`config.mk`:
```
export PLATFORM = sky130hd
export DESIGN_NAME = hsv_to_rgb_converter
export DESIGN_NICKNAME = d
export VERILOG_FILES = /design/src/hdl/hsv2rgb_pkg.sv /design/src/hdl/hsv2rgb_sector.sv /design/src/hdl/hsv2rgb_chroma.sv /design/src/hdl/hsv2rgb_scale.sv /design/src/hdl/hsv_to_rgb_converter.sv
export SDC_FILE = /design/constraint.sdc
export NUM_CORES = 1
export LEC_CHECK = 0
export BUFFER_PORTS_ARGS = -buffer_cell sky130_fd_sc_hd__clkbuf_2
export CELL_PAD_IN_SITES_DETAIL_PLACEMENT = 0
export CELL_PAD_IN_SITES_GLOBAL_PLACEMENT = 1
export CORE_MARGIN = 5
export CORE_UTILIZATION = 53
export DETAILED_ROUTE_END_ITERATION = 12
export PLACE_DENSITY_LB_ADDON = 0.05
export SLEW_MARGIN = 20
export SYNTH_ARGS = -nofsm -noshare
export SYNTH_HDL_FRONTEND = slang
export SYNTH_SLANG_ARGS = --single-unit
```
`constraint.sdc`:
```
create_clock -name clock -period 11.16 [get_ports clock]
set_input_delay 2.232 -clock clock [delete_from_list [all_inputs] [get_ports clock]]
set_output_delay 2.232 -clock clock [all_outputs]
set_load 0.01 [all_outputs]
```
`src/hdl/hsv2rgb_pkg.sv`:
```
// shared types, constants and helpers of the hsv to rgb converter
`default_nettype none

package hsv2rgb_pkg;

   localparam int unsigned HUE_W  = 16;
   localparam int unsigned FRAC_W = 9;
   localparam int unsigned CHAN_W = 8;
   localparam int unsigned PROD_W = 17;
   localparam int unsigned POS_W  = 12;
   localparam int unsigned TERM_W = 28;

   localparam logic [HUE_W-1:0]  HUE_FULL     = 16'd23040;
   localparam logic [POS_W-1:0]  HUE_SECTOR   = 12'd3840;
   localparam logic [FRAC_W-1:0] FRAC_ONE     = 9'd256;
   localparam logic [CHAN_W-1:0] ALPHA_OPAQUE = 8'hFF;

   // 60 degree sectors
   localparam logic [2:0] SEC_RED_YEL = 3'd0;
   localparam logic [2:0] SEC_YEL_GRN = 3'd1;
   localparam logic [2:0] SEC_GRN_CYN = 3'd2;
   localparam logic [2:0] SEC_CYN_BLU = 3'd3;
   localparam logic [2:0] SEC_BLU_MAG = 3'd4;
   localparam logic [2:0] SEC_MAG_RED = 3'd5;

   typedef struct packed {
      logic              valid;
      logic              in_range;
      logic [2:0]        sector;
      logic [PROD_W-1:0] prod;
      logic [PROD_W-1:0] val_q;
      logic [POS_W-1:0]  pos;
   } s1_type;

   typedef struct packed {
      logic              valid;
      logic [TERM_W-1:0] red;
      logic [TERM_W-1:0] green;
      logic [TERM_W-1:0] blue;
   } term_type;

   // start of a sector in hue units
   function automatic logic [14:0] sector_base(input logic [2:0] sector);
      logic [14:0] base;
      case (sector)
         SEC_RED_YEL: base = 15'd0;
         SEC_YEL_GRN: base = 15'd3840;
         SEC_GRN_CYN: base = 15'd7680;
         SEC_CYN_BLU: base = 15'd11520;
         SEC_BLU_MAG: base = 15'd15360;
         default:     base = 15'd19200;
      endcase
      return base;
   endfunction

   // term * 255 / (65536 * 3840) reduces to term * 17 / 2^24
   function automatic logic [CHAN_W-1:0] scale_chan(input logic [TERM_W-1:0] term);
      logic [32:0] prod;
      prod = {1'b0, term, 4'b0000} + {5'b00000, term};
      return prod[31:24];
   endfunction

endpackage

`default_nettype wire

```
`src/hdl/hsv2rgb_sector.sv`:
```
// first stage: clamp fractions, find the hue sector and form v*s
`default_nettype none

module hsv2rgb_sector
   import hsv2rgb_pkg::*;
(
   input  wire logic              clock,
   input  wire logic              reset,
   input  wire logic              accept,
   input  wire logic [HUE_W-1:0]  hue,
   input  wire logic [FRAC_W-1:0] sat,
   input  wire logic [FRAC_W-1:0] val,
   output s1_type                 s1
);

   s1_type            s1_ff;
   s1_type            s1_in;
   logic [FRAC_W-1:0] sat_c;
   logic [FRAC_W-1:0] val_c;
   logic [2:0]        sector;
   logic [14:0]       pos_full;
   logic [POS_W-1:0]  pos;
   logic [17:0]       prod_full;

   always_comb begin
      sat_c = (sat > FRAC_ONE) ? FRAC_ONE : sat;
      val_c = (val > FRAC_ONE) ? FRAC_ONE : val;

      if (hue >= 16'd19200) begin
         sector = SEC_MAG_RED;
      end else if (hue >= 16'd15360) begin
         sector = SEC_BLU_MAG;
      end else if (hue >= 16'd11520) begin
         sector = SEC_CYN_BLU;
      end else if (hue >= 16'd7680) begin
         sector = SEC_GRN_CYN;
      end else if (hue >= 16'd3840) begin
         sector = SEC_YEL_GRN;
      end else begin
         sector = SEC_RED_YEL;
      end

      pos_full  = hue[14:0] - sector_base(sector);
      pos       = pos_full[POS_W-1:0];
      prod_full = 18'(sat_c) * 18'(val_c);

      s1_in.valid    = accept;
      s1_in.in_range = (hue < HUE_FULL);
      s1_in.sector   = sector;
      s1_in.prod     = prod_full[PROD_W-1:0];
      s1_in.val_q    = {val_c, 8'h00};
      // falling ramp in odd sectors
      s1_in.pos      = sector[0] ? (HUE_SECTOR - pos) : pos;
   end

   always_ff @(posedge clock) begin
      if (reset) begin
         s1_ff.valid <= 1'b0;
      end else begin
         s1_ff.valid <= s1_in.valid;
      end
      s1_ff.in_range <= s1_in.in_range;
      s1_ff.sector   <= s1_in.sector;
      s1_ff.prod     <= s1_in.prod;
      s1_ff.val_q    <= s1_in.val_q;
      s1_ff.pos      <= s1_in.pos;
   end

   assign s1 = s1_ff;

endmodule

`default_nettype wire

```
`src/hdl/hsv2rgb_chroma.sv`:
```
// second and third stages: secondary term, offset and per-channel sums
`default_nettype none

module hsv2rgb_chroma
   import hsv2rgb_pkg::*;
(
   input  wire logic   clock,
   input  wire logic   reset,
   input  wire s1_type s1,
   output term_type    terms
);

   logic [28:0]       x_full;
   logic              s2_valid_ff, s2_valid_in;
   logic              s2_in_range_ff, s2_in_range_in;
   logic [2:0]        s2_sector_ff, s2_sector_in;
   logic [TERM_W-1:0] s2_x_ff, s2_x_in;
   logic [PROD_W-1:0] s2_mq_ff, s2_mq_in;
   logic [PROD_W-1:0] s2_vq_ff, s2_vq_in;

   logic [28:0]       tm_w;
   logic [28:0]       tc_w;
   logic [TERM_W-1:0] tm;
   logic [TERM_W-1:0] tc;
   logic [TERM_W-1:0] tx;
   term_type          terms_ff, terms_in;

   // stage two: x = v*s*pos, m and v in q16
   always_comb begin
      x_full         = 29'(s1.prod) * 29'(s1.pos);
      s2_valid_in    = s1.valid;
      s2_in_range_in = s1.in_range;
      s2_sector_in   = s1.sector;
      s2_x_in        = x_full[TERM_W-1:0];
      s2_mq_in       = s1.val_q - s1.prod;
      s2_vq_in       = s1.val_q;
   end

   always_ff @(posedge clock) begin
      if (reset) begin
         s2_valid_ff <= 1'b0;
      end else begin
         s2_valid_ff <= s2_valid_in;
      end
      s2_in_range_ff <= s2_in_range_in;
      s2_sector_ff   <= s2_sector_in;
      s2_x_ff        <= s2_x_in;
      s2_mq_ff       <= s2_mq_in;
      s2_vq_ff       <= s2_vq_in;
   end

   // stage three: scale by 3840 with shift and subtract, pick per sector
   always_comb begin
      tm_w = {s2_mq_ff, 12'h000} - {4'h0, s2_mq_ff, 8'h00};
      tc_w = {s2_vq_ff, 12'h000} - {4'h0, s2_vq_ff, 8'h00};
      tm   = tm_w[TERM_W-1:0];
      tc   = tc_w[TERM_W-1:0];
      tx   = tm + s2_x_ff;

      terms_in.valid = s2_valid_ff;
      terms_in.red   = tm;
      terms_in.green = tm;
      terms_in.blue  = tm;
      if (s2_in_range_ff) begin
         case (s2_sector_ff)
            SEC_RED_YEL: begin
               terms_in.red   = tc;
               terms_in.green = tx;
            end
            SEC_YEL_GRN: begin
               terms_in.red   = tx;
               terms_in.green = tc;
            end
            SEC_GRN_CYN: begin
               terms_in.green = tc;
               terms_in.blue  = tx;
            end
            SEC_CYN_BLU: begin
               terms_in.green = tx;
               terms_in.blue  = tc;
            end
            SEC_BLU_MAG: begin
               terms_in.red  = tx;
               terms_in.blue = tc;
            end
            default: begin
               terms_in.red  = tc;
               terms_in.blue = tx;
            end
         endcase
      end
   end

   always_ff @(posedge clock) begin
      if (reset) begin
         terms_ff.valid <= 1'b0;
      end else begin
         terms_ff.valid <= terms_in.valid;
      end
      terms_ff.red   <= terms_in.red;
      terms_ff.green <= terms_in.green;
      terms_ff.blue  <= terms_in.blue;
   end

   assign terms = terms_ff;

endmodule

`default_nettype wire

```
`src/hdl/hsv2rgb_scale.sv`:
```
// last stage: scale channel sums to 8 bits into the output registers
`default_nettype none

module hsv2rgb_scale
   import hsv2rgb_pkg::*;
(
   input  wire logic               clock,
   input  wire logic               reset,
   input  wire term_type           terms,
   output logic                    out_valid,
   output logic [CHAN_W-1:0]       out_red,
   output logic [CHAN_W-1:0]       out_green,
   output logic [CHAN_W-1:0]       out_blue
);

   logic              valid_ff, valid_in;
   logic [CHAN_W-1:0] red_ff, red_in;
   logic [CHAN_W-1:0] green_ff, green_in;
   logic [CHAN_W-1:0] blue_ff, blue_in;

   always_comb begin
      valid_in = terms.valid;
      red_in   = scale_chan(terms.red);
      green_in = scale_chan(terms.green);
      blue_in  = scale_chan(terms.blue);
   end

   always_ff @(posedge clock) begin
      if (reset) begin
         valid_ff <= 1'b0;
      end else begin
         valid_ff <= valid_in;
      end
      red_ff   <= red_in;
      green_ff <= green_in;
      blue_ff  <= blue_in;
   end

   assign out_valid = valid_ff;
   assign out_red   = red_ff;
   assign out_green = green_ff;
   assign out_blue  = blue_ff;

endmodule

`default_nettype wire

```
`src/hdl/hsv_to_rgb_converter.sv`:
```
// top level of the hsv to rgb converter
`default_nettype none

// HSV to RGB pixel converter. One pixel beat is taken on every clock edge at
// which start is high and busy is low; busy is high only while reset is held,
// so a new pixel can enter in every cycle. Each pixel gives exactly one result
// beat, shown on the rsp_ ports with rsp_valid high for a single cycle, after
// it has passed all register stages. The receiver cannot stall the block
// and must take every beat as it appears. There are four register stages:
// clamp, hue sector and the 9x9 v*s multiply; the 17x12 multiply for the
// secondary term; shift-add scaling by 3840 and the per-sector channel
// pick; and the final scale to 8 bits. Hue is in degrees times 64,
// saturation and value are fractions with 256 meaning 1.0 (larger codes
// clamp to 1.0). Hues of 360 degrees or more give grey at the level v*(1-s).
// Alpha is always 255. No state is kept between pixels.

module hsv_to_rgb_converter
   import hsv2rgb_pkg::*;
(
   input  wire logic              clock,
   input  wire logic              reset,

   // pixel in
   input  wire logic              start,
   output logic                   busy,
   input  wire logic [HUE_W-1:0]  req_hue_deg_q6,
   input  wire logic [FRAC_W-1:0] req_sat_frac,
   input  wire logic [FRAC_W-1:0] req_val_frac,

   // color out
   output logic                   rsp_valid,
   output logic [CHAN_W-1:0]      rsp_red,
   output logic [CHAN_W-1:0]      rsp_green,
   output logic [CHAN_W-1:0]      rsp_blue,
   output logic [CHAN_W-1:0]      rsp_alpha
);

   logic     accept;
   s1_type   s1;
   term_type terms;

   // only reset holds off new pixels
   assign busy   = reset;
   assign accept = start & ~busy;

   // stage one: clamp, sector, v*s
   hsv2rgb_sector u_sector (
      .clock  (clock),
      .reset  (reset),
      .accept (accept),
      .hue    (req_hue_deg_q6),
      .sat    (req_sat_frac),
      .val    (req_val_frac),
      .s1     (s1)
   );

   // stages two and three: x term, m offset, channel sums
   hsv2rgb_chroma u_chroma (
      .clock (clock),
      .reset (reset),
      .s1    (s1),
      .terms (terms)
   );

   // stage four: 8-bit channels into output registers
   hsv2rgb_scale u_scale (
      .clock     (clock),
      .reset     (reset),
      .terms     (terms),
      .out_valid (rsp_valid),
      .out_red   (rsp_red),
      .out_green (rsp_green),
      .out_blue  (rsp_blue)
   );

   // fully opaque
   assign rsp_alpha = ALPHA_OPAQUE;

endmodule

`default_nettype wire

```
* Word level (Yosys, flattened, before mapping) *
Index checks and enable logic that the tools add are counted.

word-level totals
  logic and storage cells = 70
  input port bits = 37
  register bits after elaboration = 212

cells by class
  bitwise gates (word level) = 2
  multiplexer cells = 13
  magnitude comparators = 8
  reductions and logical operators = 8
  $mul = 2
  add/subtract/negate cells = 9
  equality and inequality tests = 8

operators by type and width
  cell                      number
  $pmux W28 S2              3
  $add A32 B28 Y32          3
  $mux W84                  1
  $pmux W12 S5              1
  $sub A28 B25 Y28          2
  $ge A16 B14 Y1 const B    2
  $add A28 B28 Y28          1
  $mul A17 B12 Y28          1
  $gt A9 B9 Y1 const B      2
  $mux W9                   2
  $mul A9 B9 Y17            1
  $sub A17 B17 Y17          1
  $ge A16 B12 Y1 const B    1
  $ge A16 B13 Y1 const B    1
  $ge A16 B15 Y1 const B    1
  $lt A16 B15 Y1 const B    1
  $eq A3 B2 Y1 const B      4
  $mux W12                  1
  $mux W3                   4
  $reduce_or A2 Y1          6
  $sub A12 B12 Y12          1
  $sub A12 B12 Y12 const A  1
  $eq A3 B1 Y1 const B      2
  $eq A3 B3 Y1 const B      2
  4 further kinds           5

* Longest topological paths before layout *
  word-level depth = 11
  gate-level depth with buffers = 22
  depth with buffers taken out = 21

* Modules after synthesis *
From an unflattened synthesis, not the netlist that was laid out.

unflattened totals
  cells, all modules = 2,426
  area total of the unflattened synthesis = 20,967.6 um^2

by module, submodules not included
  module                times used  cells each  area each (um^2)
  hsv2rgb_chroma        1           1,650       14,044.7
  hsv2rgb_sector        1           471         4,155.2
  hsv2rgb_scale         1           294         2,682.6
  hsv_to_rgb_converter  1           11          85.1

* Least setup slack after synthesis *
Ideal clock, no wire load.

  path kind = input-to-reg
  start = input req_sat_frac[8]
  end = register u_sector.s1_ff (netlist bit u_sector.s1[42])
  arrival = 6.285 ns
  path buffers = 1
  library setup time = 0.072 ns
  path slack = 4.803 ns
  stages = 19
  cell sequence = clkbuf_1 > nor2b_1 > nand2_1 > fa_1 > fa_1 > inv_1 > ha_1 > inv_1 > fa_1 > inv_1 > ha_1 > a21o_1 > a21oi_1 > o21ai_0 > a21oi_1 > o21ai_0 > a41oi_1 > nor2b_1 > xnor2_1

on the way
  cells in the longest elaborated chain, start to end = 3

ends and longest elaborated chain
  element                     RTL line                    text
  start: declaration          hsv_to_rgb_converter.sv:27  input wire logic [FRAC_W-1:0] req_sat_frac,
  $gt A9 B9 Y1                hsv2rgb_sector.sv:26        sat_c = (sat > FRAC_ONE) ? FRAC_ONE : sat;
  $mux W9 (*)                 hsv2rgb_sector.sv:26
  $mul A9 B9 Y17 (*)          hsv2rgb_sector.sv:45        prod_full = 18'(sat_c) * 18'(val_c);
  net u_sector.prod_full[13]  hsv2rgb_sector.sv:23        logic [17:0] prod_full;
  end: declaration            hsv2rgb_sector.sv:16        s1_type s1_ff;

The timed path passes the listed nets; every way through them passes the cells marked *.
A chain may end at the register's enable or synchronous reset.

* Worst setup path after layout *
  start = input req_val_frac[8]
  end = register u_sector.s1_ff (netlist bit u_sector.s1[42])

on the way
  cells in the longest elaborated chain, start to end = 3

ends and longest elaborated chain
  element                     RTL line                    text
  start: declaration          hsv_to_rgb_converter.sv:28  input wire logic [FRAC_W-1:0] req_val_frac,
  $gt A9 B9 Y1                hsv2rgb_sector.sv:27        val_c = (val > FRAC_ONE) ? FRAC_ONE : val;
  $mux W9 (*)                 hsv2rgb_sector.sv:27
  $mul A9 B9 Y17 (*)          hsv2rgb_sector.sv:45
  net u_sector.prod_full[13]  hsv2rgb_sector.sv:23

Marked as above.

==> summary.md <==
| Metric | Value |
|---|---|
| Cell Area, Placed | `20,200 sq um` |
| Synth Register Bits | `roughly 210` |
| YS warnings | `0` |
| Post-route setup TNS | `0 ns` |
| Synthesized cell area | `slightly below 20,000 sq um` |
| DIE AREA | `40,900 sq um` |
| Total number of vias | `around 15,000` |
| CP Capture Type | `register` |
| Fill count | `roughly 3,400` |
| Relative slew slack | `about 30%` |
| Final wirelength | `46,400 microns` |
| First-pass GRT wire length | `around 78,000 microns` |
| Slew Limit Fails | `0` |
| Initial antenna violation count | `0` |
| CTS buffer count | `24` |
| Vias per cell | `5.48` |
| Longest Clk Path Bufs | `3` |
| Outcome | `completed` |
| Hold Fails Final Rpt | `0` |
| R2R Setup Slk | `just over 5 ns` |
| GR Util met3 | `about 3.0%` |
| Cts-stage hold buffer count | `0` |
| CP Launch Point | `req_val_frac[8]` |
| Worst EP arrival | `7.02 ns` |
| Final Setup Violations | `0` |
| Global Route met1 Usage | `29.7%` |
| I/O Pins | `between 70 and 80` |
| Area delta synth->final | `7.77%` |
| Worst-path clk slew | `0.06 ns` |
| DR pass1 iterations | `5` |
| Rows | `70` |
| Main synth FF type | `dfxtp_1` |
| Starting DRT DRC Count | `~650` |
| H-tree lvl count | `1` |
| Unrepaired setup endpoints after global routing | `false` |
| Placer congestion estimate | `slightly below 0.9` |
| Share of post-route cells with drive strength above 1 | `a little under 6%` |
| Die Y | `a little over 200 microns` |
| TritonCTS clock tree | `yes` |
| Crit start category | `input pin` |
| Drc violations | `0` |
| Nets | `about 2,700` |
| Async S/R FF share, synth | `0%` |
| Met2 Use GR | `40.5%` |
| Most Crowded Layer GR | `met2` |
| Most frequent cells in the layout | `353 x inv_1, 261 x nand2_1, 221 x ha_1, 212 x dfxtp_1, 200 x fa_1` |
| Post-Syn Area per Cell | `roughly 8.7 sq um` |
| Sequential area share after synthesis | `21.7%` |
| CP max FO | `18` |
| Post-Route Skew | `slightly above 0.008 ns` |
| Pin slew with the least headroom to its limit | `1.05 ns` |
| Final ANT Viol Nets | `0` |
| Area fraction of the dominant cell type after synthesis | `21.7%` |
| Worst R2R Start | `u_sector.s1[3]$_DFF_P_` |
| Final min period | `between 6 and 7 ns` |
| Post-synthesis cell type count | `76` |
| Final std cells w/o fill | `2,760` |
| Die span in x | `202 microns` |
| Design area | `21,100 sq um` |
| Dpl cells | `2,716` |
| Num Clock Sinks | `212` |
| # port buffers | `62` |
| GR Overflow Total | `0` |
| CTS Root Buffer Type | `clkbuf_16` |
| Core box area | `36,500 sq um` |
| Largest cells by area after synthesis | `dfxtp_1 22%, fa_1 20%, ha_1 14%, inv_1 6.8%, nand2_1 5.0%` |
| Largest net degree at the start of global routing | `30` |
| N_diodes | `0` |
| Cell taking the most area after synthesis | `dfxtp_1` |
| Fin crit share | `58.8%` |
| Min-delay src | `u_sector.s1[48]$_DFF_P_` |
| Number of max-cap violations | `0` |
| Max Fclk | `152 MHz` |
| Mean routed wirelength per cell | `between 15 and 20 microns` |
| Number of synthesized flops with an enable pin | `0` |
| GRT Overall Usage | `a little under a quarter` |
| Initial Util | `53.6%` |
| CP required | `11.62 ns` |
| DP Wirelength | `38,400 microns` |
| Post-CTS sizing | `0` |
| Post-CTS setup buffers | `0` |
| Mapped Cells | `approximately 2,300` |
| Clock latency on the worst-skew pair | `roughly 0.53 ns` |
| CP Class | `input pin to register` |
| Vias in the first global route | `15,700` |
| Hold WC Path Type | `register to register` |
| Commonest non-fill, non-tap cell in the layout | `inv_1` |
Yosys cell counts, types with 30 or more instances:
library cell	count
o22ai_1	30
a21oi_1	103
clkbuf_1	70
dfxtp_1	212
nor3_1	36
xnor2_1	89
inv_1	353
nand2b_1	33
fa_1	200
and3_1	36
nand2_1	261
a21o_1	36
nor2_1	108
o21ai_0	76
ha_1	221
and2_1	92
xor2_1	38
flip-flops by register name (all words and copies together), names as in the netlist:
| register | flops |
|---|---|
| u_scale.out_green | 8 |
| u_chroma.s2_sector_ff | 3 |
| u_scale.out_valid | 1 |
| u_chroma.s2_vq_ff | 9 |
| u_chroma.s2_valid_ff | 1 |
| u_chroma.s2_mq_ff | 17 |
| u_chroma.s2_in_range_ff | 1 |
| u_scale.out_red | 8 |
| u_chroma.terms | 85 |
| u_scale.out_blue | 8 |
| u_sector.s1 | 43 |
| u_chroma.s2_x_ff | 28 |
final cells by class:
type | instances | area [sq um] | area share (%)
clock buffers | 29 | 669 | 3.17
flip-flops and latches | 212 | 4240 | 20.1
multi-input cells | 1614 | 13700 | 65.0
clock inverters | 15 | 206 | 0.978
inverters | 353 | 1330 | 6.27
well taps | 468 | 586 | 2.77
repair buffers | 69 | 363 | 1.72
cells by family after synthesis:
logic type | count (synthesis) | share of synthesized area [%]
xor gates and xnor gates | 128 | 5.76
AOI/OAI and AO/OA | 394 | 13.2
and+or+nand+nor | 658 | 16.1
DFF | 212 | 21.7
other | 1 | 0.0191
adders and majority gates | 422 | 34.6
muxes | 4 | 0.230
buffers and inverters | 432 | 8.45
critical path: stages:
cell	delay (ns)
clkbuf_2	0.22
nor2b_1	0.59
nand2_1	0.17
fa_1	0.52
fa_1	0.52
inv_1	0.04
ha_1	0.27
inv_1	0.05
fa_1	0.59
inv_1	0.06
ha_1	0.28
a21o_1	0.17
a21oi_1	0.21
o21ai_0	0.12
a21oi_1	0.23
o21ai_0	0.16
a41oi_1	0.28
nor2b_1	0.19
xnor2_1	0.12
worst paths after layout:
kind                                            to  cells past startpoint
setup reg to reg      u_chroma.s2_x_ff[27]$_DFF_P_                     17
hold reg to reg   u_chroma.s2_sector_ff[2]$_DFF_P_                      0
hold / removal    u_chroma.s2_sector_ff[2]$_DFF_P_                      0
setup / recovery           u_sector.s1[42]$_DFF_P_                     19
per-layer routing:
metal | vias to the layer above | wire [microns]
met2 | 314 | 22800
met5 | - | 0
met3 | 92 | 1980
li1 | 7406 | -
met4 | 0 | 1650
met1 | 7312 | 20000
stage by stage:
| step | setup WS, ns | utilization (%) | hold WS (ns) |
|---|---|---|---|
| finish | 4.60 | 57.8 | 0.327 |
| global route | 4.10 | 57.8 | 0.338 |
| CTS | 4.63 | 57.8 | 0.328 |
| detailed placement | 4.07 | 55.4 | 0.313 |
| global placement | 4.12 | 55.4 | 0.313 |
| floorplan | 4.80 | - | 0.310 |
Power is left out: the tool's default activity adds up to more than one toggle a clock period on the data nets, which glitch-free logic cannot reach.
